===== config.mk =====
export PLATFORM = sky130hd
export DESIGN_NAME = ascii_integer_parser
export DESIGN_NICKNAME = d
export VERILOG_FILES = /design/src/design/aip_pkg.sv /design/src/design/aip_step.sv /design/src/design/ascii_integer_parser.sv
export VERILOG_INCLUDE_DIRS = /design/src /design/src/design
export SDC_FILE = /design/constraint.sdc
export NUM_CORES = 1
export LEC_CHECK = 0
export CORE_MARGIN = 3
export CORE_UTILIZATION = 55
export DETAILED_ROUTE_END_ITERATION = 8
export DONT_BUFFER_PORTS = 1
export PLACE_DENSITY = 0.73
export SLEW_MARGIN = 20
export SYNTH_ARGS = -nofsm -noshare
export SYNTH_HDL_FRONTEND = slang
export SYNTH_SLANG_ARGS = --single-unit

===== constraint.sdc =====
create_clock -name clk -period 9.5 [get_ports clk]
set_input_delay 0.475 -clock clk [delete_from_list [all_inputs] [get_ports clk]]
set_output_delay 0.475 -clock clk [all_outputs]
set_load 0.03 [all_outputs]

===== src/design/ascii_integer_parser_assert.svh =====
// Assertion macros for the ASCII integer parser.
// Each macro expects clk and rst_n in the scope where it is used.
`ifndef ASCII_INTEGER_PARSER_ASSERT_SVH
`define ASCII_INTEGER_PARSER_ASSERT_SVH

// Implication checked on every clock edge outside reset.
`define AIP_ASSERT_IMPL(label, cond, prop, msg) \
    label: assert property (@(posedge clk) disable iff (!rst_n) (cond) |-> (prop)) \
        else $error(msg);

// Implication checked in the cycle after the condition.
`define AIP_ASSERT_NEXT(label, cond, prop, msg) \
    label: assert property (@(posedge clk) disable iff (!rst_n) (cond) |=> (prop)) \
        else $error(msg);

`endif


===== src/design/aip_pkg.sv =====
// Package for the ASCII integer parser: payload structs, parse state,
// character constants and the digit decode function. No dependencies.
package aip_pkg;

    localparam int VALUE_WIDTH = 32;

    typedef enum logic [2:0] {
        PH_LEAD,
        PH_AFTER_SIGN,
        PH_DIGITS,
        PH_STOPPED,
        PH_FAILED
    } phase_t;

    typedef enum logic [1:0] {
        ST_OK       = 2'd0,
        ST_INVALID  = 2'd1,
        ST_TOOBIG   = 2'd2,
        ST_TOOSMALL = 2'd3
    } status_t;

    localparam logic REG_RADIX       = 1'b0;
    localparam logic REG_SIGNED_MODE = 1'b1;

    localparam logic [4:0] RADIX_RESET   = 5'd10;
    localparam logic [4:0] RADIX_MIN     = 5'd2;
    localparam logic [4:0] RADIX_DEC_MAX = 5'd10;
    localparam logic [4:0] RADIX_HEX     = 5'd16;

    localparam logic [7:0] CH_SPACE = 8'd32;
    localparam logic [7:0] CH_TAB   = 8'd9;
    localparam logic [7:0] CH_CR    = 8'd13;
    localparam logic [7:0] CH_PLUS  = 8'd43;
    localparam logic [7:0] CH_MINUS = 8'd45;
    localparam logic [7:0] CH_ZERO  = 8'd48;
    localparam logic [7:0] CH_NINE  = 8'd57;
    localparam logic [7:0] CH_LA    = 8'd97;
    localparam logic [7:0] CH_LF    = 8'd102;
    localparam logic [7:0] CH_UA    = 8'd65;
    localparam logic [7:0] CH_UF    = 8'd70;
    localparam logic [7:0] HEX_TEN  = 8'd10;

    typedef struct packed {
        logic [7:0] char_code;
        logic       last;
    } char_t;

    typedef struct packed {
        logic [VALUE_WIDTH-1:0] value;
        status_t                status;
    } result_t;

    typedef struct packed {
        phase_t                 phase;
        logic [VALUE_WIDTH-1:0] accumulator;
        logic                   negative;
        status_t                outcome;
    } parse_state_t;

    localparam parse_state_t STATE_CLEAR = '{
        phase:       PH_LEAD,
        accumulator: '0,
        negative:    1'b0,
        outcome:     ST_OK
    };

    typedef struct packed {
        logic       ok;
        logic [3:0] digit;
    } digit_t;

    function automatic logic is_blank(input logic [7:0] c);
        return (c == CH_SPACE) || (c >= CH_TAB && c <= CH_CR);
    endfunction

    function automatic digit_t digit_of(input logic [7:0] c, input logic [4:0] radix);
        digit_t     r;
        logic [7:0] off;
        logic [7:0] low_off;
        logic [7:0] up_off;
        off     = c - CH_ZERO;
        low_off = c - CH_LA + HEX_TEN;
        up_off  = c - CH_UA + HEX_TEN;
        r.ok    = 1'b0;
        r.digit = off[3:0];
        if (radix >= RADIX_MIN && radix <= RADIX_DEC_MAX) begin
            r.ok = (c >= CH_ZERO) && (off < {3'b000, radix});
        end else if (radix == RADIX_HEX) begin
            if (c >= CH_ZERO && c <= CH_NINE) begin
                r.ok = 1'b1;
            end else if (c >= CH_LA && c <= CH_LF) begin
                r.ok    = 1'b1;
                r.digit = low_off[3:0];
            end else if (c >= CH_UA && c <= CH_UF) begin
                r.ok    = 1'b1;
                r.digit = up_off[3:0];
            end
        end
        return r;
    endfunction

endpackage


===== src/design/aip_step.sv =====
// One parse step: next parse state for one character and the result it gives.
// Depends on aip_pkg.
module aip_step (
    input  aip_pkg::parse_state_t state,
    input  logic [4:0]            radix,
    input  logic                  signed_mode,
    input  logic [7:0]            char_code,
    output aip_pkg::parse_state_t state_next,
    output aip_pkg::result_t      result
);
    import aip_pkg::*;

    localparam int W = VALUE_WIDTH;
    localparam logic [W-1:0] SMAX = {1'b0, {(W-1){1'b1}}};
    localparam logic [W-1:0] SMIN = {1'b1, {(W-1){1'b0}}};

    digit_t       dg;
    logic [W+4:0] prod;
    logic [W+4:0] sum;
    logic         ovf;
    logic         blank;

    assign dg    = digit_of(char_code, radix);
    assign blank = is_blank(char_code);
    assign prod  = {5'b00000, state.accumulator} * {{W{1'b0}}, radix};
    assign sum   = prod + {{(W+1){1'b0}}, dg.digit};
    assign ovf   = |sum[W+4:W];

    always_comb
    begin
        state_next = state;
        case (state.phase)
            PH_LEAD:
            begin
                if (!blank) begin
                    if (signed_mode && (char_code == CH_PLUS || char_code == CH_MINUS)) begin
                        state_next.negative = (char_code == CH_MINUS);
                        state_next.phase    = PH_AFTER_SIGN;
                    end else if (dg.ok) begin
                        state_next.accumulator = {{(W-4){1'b0}}, dg.digit};
                        state_next.phase       = PH_DIGITS;
                    end else begin
                        state_next.outcome = ST_INVALID;
                        state_next.phase   = PH_FAILED;
                    end
                end
            end
            PH_AFTER_SIGN:
            begin
                if (!blank) begin
                    if (dg.ok) begin
                        state_next.accumulator = {{(W-4){1'b0}}, dg.digit};
                        state_next.phase       = PH_DIGITS;
                    end else begin
                        state_next.outcome = ST_INVALID;
                        state_next.phase   = PH_FAILED;
                    end
                end
            end
            PH_DIGITS:
            begin
                if (!dg.ok) begin
                    state_next.phase = PH_STOPPED;
                end else if (ovf) begin
                    state_next.outcome = ST_TOOBIG;
                    state_next.phase   = PH_FAILED;
                end else begin
                    state_next.accumulator = sum[W-1:0];
                end
            end
            default:
            begin
            end
        endcase
    end

    always_comb
    begin
        result.value  = '0;
        result.status = ST_INVALID;
        if (state_next.phase == PH_DIGITS || state_next.phase == PH_STOPPED) begin
            result.status = ST_OK;
            result.value  = state_next.accumulator;
            if (signed_mode && !state_next.negative) begin
                if (state_next.accumulator > SMAX) begin
                    result.value  = SMAX;
                    result.status = ST_TOOBIG;
                end
            end else if (signed_mode) begin
                if (state_next.accumulator > SMIN) begin
                    result.value  = SMIN;
                    result.status = ST_TOOSMALL;
                end else begin
                    result.value = '0 - state_next.accumulator;
                end
            end
        end else if (state_next.phase == PH_FAILED && state_next.outcome == ST_TOOBIG) begin
            result.status = ST_TOOBIG;
            if (!signed_mode) begin
                result.value = '1;
            end else if (state_next.negative) begin
                result.value  = SMIN;
                result.status = ST_TOOSMALL;
            end else begin
                result.value = SMAX;
            end
        end
    end

endmodule


===== src/design/ascii_integer_parser.sv =====
// ASCII integer parser: one character per transfer, one result per string.
// Timing: a transferred character is held in a register and its step is registered
// when it advances; the result of the last character is offered from that same edge.
// Throughput: one character per cycle while char_stall is low, set by the single multiply-add step.
// Reset: asynchronous, active low; clears parse state and valid flags, sets radix 10, signed.
// Depends on aip_pkg, aip_step and ascii_integer_parser_assert.svh.
`include "ascii_integer_parser_assert.svh"

module ascii_integer_parser (
    input  logic             clk,
    input  logic             rst_n,
    input  logic             cfg_write,
    input  logic             cfg_index,
    input  logic [4:0]       cfg_data,
    input  logic             char_valid,
    output logic             char_stall,
    input  aip_pkg::char_t   char_data,
    output logic             result_valid,
    input  logic             result_stall,
    output aip_pkg::result_t result_data
);
    import aip_pkg::*;

    logic [4:0]   radix_reg;
    logic         signed_mode_reg;
    char_t        char_reg;
    logic         char_vld_reg;
    logic         char_vld_next;
    parse_state_t state_reg;
    parse_state_t state_next;
    parse_state_t step_state;
    result_t      step_result;
    result_t      result_reg;
    logic         result_vld_reg;
    logic         result_vld_next;
    logic         advance;
    logic         take;

    aip_step u_step (
        .state       (state_reg),
        .radix       (radix_reg),
        .signed_mode (signed_mode_reg),
        .char_code   (char_reg.char_code),
        .state_next  (step_state),
        .result      (step_result)
    );

    assign advance = char_vld_reg && (!char_reg.last || !result_vld_reg || !result_stall);
    assign char_stall = char_vld_reg && !advance;
    assign take = char_valid && !char_stall;

    always_comb
    begin
        char_vld_next = char_vld_reg;
        if (take) begin
            char_vld_next = 1'b1;
        end else if (advance) begin
            char_vld_next = 1'b0;
        end
    end

    always_comb
    begin
        state_next = state_reg;
        if (advance) begin
            state_next = char_reg.last ? STATE_CLEAR : step_state;
        end
    end

    always_comb
    begin
        result_vld_next = result_vld_reg;
        if (advance && char_reg.last) begin
            result_vld_next = 1'b1;
        end else if (!result_stall) begin
            result_vld_next = 1'b0;
        end
    end

    always_ff @(posedge clk or negedge rst_n)
    begin
        if (!rst_n) begin
            radix_reg       <= RADIX_RESET;
            signed_mode_reg <= 1'b1;
        end else if (cfg_write) begin
            case (cfg_index)
                REG_RADIX:       radix_reg       <= cfg_data;
                REG_SIGNED_MODE: signed_mode_reg <= cfg_data[0];
                default:         radix_reg       <= radix_reg;
            endcase
        end
    end

    always_ff @(posedge clk or negedge rst_n)
    begin
        if (!rst_n) begin
            char_vld_reg   <= 1'b0;
            result_vld_reg <= 1'b0;
            state_reg      <= STATE_CLEAR;
        end else begin
            char_vld_reg   <= char_vld_next;
            result_vld_reg <= result_vld_next;
            state_reg      <= state_next;
        end
    end

    always_ff @(posedge clk)
    begin
        if (take) begin
            char_reg <= char_data;
        end
        if (advance && char_reg.last) begin
            result_reg <= step_result;
        end
    end

    assign result_valid = result_vld_reg;
    assign result_data  = result_reg;

    `AIP_ASSERT_IMPL(a_result_from_last, result_vld_reg && !$past(result_vld_reg), $past(advance && char_reg.last), "result appeared without a last character")
    `AIP_ASSERT_NEXT(a_clear_after_last, advance && char_reg.last, state_reg.phase == PH_LEAD && state_reg.accumulator == '0, "parse state not cleared after last")
    `AIP_ASSERT_IMPL(a_lead_is_clean, state_reg.phase == PH_LEAD, state_reg.accumulator == '0 && !state_reg.negative && state_reg.outcome == ST_OK, "dirty state in leading phase")

endmodule

==> flow_metrics.py <==
metrics = {
    "placement": {
        "dpl_cell_area_mm2": 0.0120,
        "io_buffers": 0,
        "gp_congestion": 1.00,
        "dp.cells": 1607,
        "dp_hpwl_um": 26600,
    },
    "critical_path": {
        "critical_path.slowest_cell": "a31oi_1",
        "crit_start": "char_reg[2]",
        "r2r_slack_ns": 0.74,
        "r2r-start": "char_reg[2]",
        "worstSetupPathType": "flip-flop to flip-flop",
        "critPathLaunchType": "flip-flop",
        "cp_max_fo": 13,
        "end_kind": "flip-flop",
        "r2r-end": "result_data[17]",
        "worst-path-buf-inv": 4,
        "required_ns": 9.57,
        "reg2reg_depth": 29,
        "max_stage_delay_ns": 0.81,
        "crit_arrival_ns": 8.83,
        "crit_family": "compound AO/OA/AOI/OAI gates",
    },
    "worst_hold_path": {
        "whs_endpoint": "char_reg[7]",
        "min_path_cells": 0,
        "min_from": "char_data[7]",
        "min_path_type": "primary input to flip-flop",
    },
    "clocking": {
        "path_clk_slew_ns": 0.07,
        "cts_inserted_buffers": 9,
        "cts_tree": "built",
        "post_cts_buffers": 0,
        "cts-root-buf": "clkbuf_16",
        "clk_path_buf_depth": 2,
        "insertion_delay_ns": 0.35,
        "h-tree-depth": 3,
        "cts_sinks": 89,
    },
    "logic_synthesis": {
        "synth_ff_type": "edfxtp_1",
        "yosysMostFrequentCell": "nand2_1",
        "synth_area_mm2": 0.0118,
        "ys_top_cells_by_area": "fa_1 16%, edfxtp_1 11%, ha_1 9.2%",
        "ys_types": 89,
        "synth_area_leader_cell": "fa_1",
        "yosysTopAreaCellShare": 0.159,
        "synthCells": 1397,
        "ys_top_cells_by_count": "198 x nand2_1, 95 x o21ai_0, 94 x fa_1, 89 x inv_1, 87 x ha_1",
        "synth.yosys.seq_area_share": 0.207,
        "synth_enable_flop_cells": 43,
        "synth-seq-cells": 89,
        "synth_async_sr_flop_share": 0.517,
        "syn_nets": 1598,
        "postSynthAreaPerCell_um2": 8.47,
        "yosysWarnings": 0,
    },
    "detailed_routing": {
        "via_count": 10700,
        "routedWlPerCell_um": 20.8,
        "drt_first_pass_iters": 6,
        "viasPerCell": 6.59,
        "postRouteAntennaNets": 0,
        "drc": 0,
        "detail_route.iter0.violations": 1031,
        "postRouteWirelength_um": 33900,
    },
    "status": {
        "outcome": "finished, final reports clean",
    },
    "die": {
        "die-area_mm2": 0.0233,
        "core.rowCount": 53,
        "core_mm2": 0.0211,
        "initial_core_util": 0.561,
        "die_h_um": 153,
        "boundaryPins": 56,
        "die_w_um": 153,
    },
    "flow_run": {
        "max-cap-violations": 0,
    },
    "finish": {
        "area_delta_synth_final_pct": 3.80,
        "largest_register_ffs": 38,
        "final_area_mm2": 0.0123,
        "antennaDiodeCount": 0,
        "stdcell_count": 1625,
        "nFillCells": 1903,
        "num-nets-final": 1546,
        "final_layout_size_suffix_gt1_frac": 0.0556,
    },
    "pwr": {
        "power.leakage_nw": 5.65,
        "vdd_drop_max_mv": 0.105,
        "powerDensity_mw_per_mm2": 98.8,
    },
    "sta": {
        "setup_viol": 0,
        "worst_pin_slew_ns": 1.12,
        "final.setup_skew_ns": 0.00767,
        "rsz0062_at_grt": "false",
        "fin_crit_ns": 8.76,
        "holdWs_ns": 0.226,
        "fmax_ghz": 0.114,
        "final.setup.tns_ns": 0,
        "hold_viol": 0,
        "period_share": 0.923,
        "max-slew-margin-rel": 0.234,
        "slew_viol_final": 0,
    },
    "global_routing": {
        "grt_pass1_vias": 10400,
        "track_usage": 0.291,
        "overflow": 0,
        "grt_max_degree": 47,
        "grt_pass1_wl_um": 56000,
        "antenna_found_initial": 0,
    },
}
[cell usage in the layout, fill, tap and decap left out, drive strengths merged, types with 9 or more instances in the layout]
| master | instances |
|---|---|
| o211ai | 26 |
| fa | 94 |
| nand2 | 198 |
| a21o | 12 |
| buf | 15 |
| mux2i | 21 |
| and2 | 85 |
| nor2 | 68 |
| nor3 | 25 |
| clkbuf | 9 |
| ha | 87 |
| inv | 92 |
| o21ai | 107 |
| o31ai | 19 |
| xor2 | 15 |
| or2 | 11 |
| nand3 | 40 |
| edfxtp | 43 |
| a31oi | 27 |
| o21a | 17 |
| a21oi | 70 |
| nand4 | 18 |
| and3 | 16 |
| mux2 | 14 |
| dfrtp | 43 |
| nor4 | 9 |
| a22o | 16 |
| xnor2 | 15 |
[kinds of logic (layout without fill, tap and decap cells)]
| kind of cell | after synthesis | count (layout) | synth area share |
|---|---|---|---|
| compound gates | 383 | 383 | 0.216 |
| buf+inv | 168 | 121 | 0.0569 |
| simple gates | 511 | 511 | 0.216 |
| xor+xnor | 30 | 30 | 0.0222 |
| flops | 89 | 89 | 0.207 |
| fa+ha+maj | 181 | 181 | 0.251 |
| mux | 35 | 35 | 0.0311 |
[final cells by class]
class,instances,area [um^2],share of cell area
Clock inverter,7,53.8,0.00438
Tap cell,275,344,0.0280
Timing Repair Buffer,16,143,0.0116
Sequential cell,89,2450,0.199
Clock buffer,9,225,0.0183
Inverter,89,334,0.0272
Multi-Input combinational cell,1140,8730,0.711
[power by group]
part | switching [W] | leakage [nW] | internal (W)
registers | 0.0000552 | 1.03 | 0.000431
clock network | 0.000161 | 0.132 | 0.000180
logic | 0.000252 | 4.48 | 0.000135
total | 0.000468 | 5.65 | 0.000746
[worst register-to-register path: cells and delay by family (launching register included)]
kind,cells,cell delay (ns)
flip-flops,1,0.54
adder cells (fa/ha/maj),6,2.20
multiplexers,1,0.34
buffers and inverters,4,0.50
AND/OR/NAND/NOR,6,1.40
AO/OA/AOI/OAI,12,3.50
[stage by stage]
step	utilization	worst slack [ns]	power (W)
finish	0.582	0.736	0.00121
global placement	0.567	1.01	0.000858
global route	0.582	0.0416	0.00127
detailed placement	0.567	0.685	0.000861
CTS	0.582	0.663	0.00120
floorplan	-	2.04	0.000762
[routing by layer]
metal	wire length, um	track usage	part of all wire	vias to the layer above
li1	-	-	-	4907
met1	14500	0.419	0.43	5209
met2	15300	0.455	0.45	525
met3	2920	0.0466	0.086	72
met4	1110	0.0878	0.033	0
met5	0	0	0	-
[worst max path at each step]
stage | slack (ns) | endpoint | cells after the start
finish | 0.74 | result_data[17] | 29
global route | 0.04 | result_data[17] | 30
CTS | 0.66 | result_data[17] | 29
detailed placement | 0.68 | result_data[17] | 29
global placement | 1.01 | result_data[17] | 29
floorplan | 2.04 | result_data[29] | 29
[what timing repair did]
action                     CTS  global route
hold endpoints to repair    46             0
setup endpoints to repair    0             1
resized for setup            0             2
hold buffers                 2             0
No activity file was read; power rests on OpenSTA's default activity.
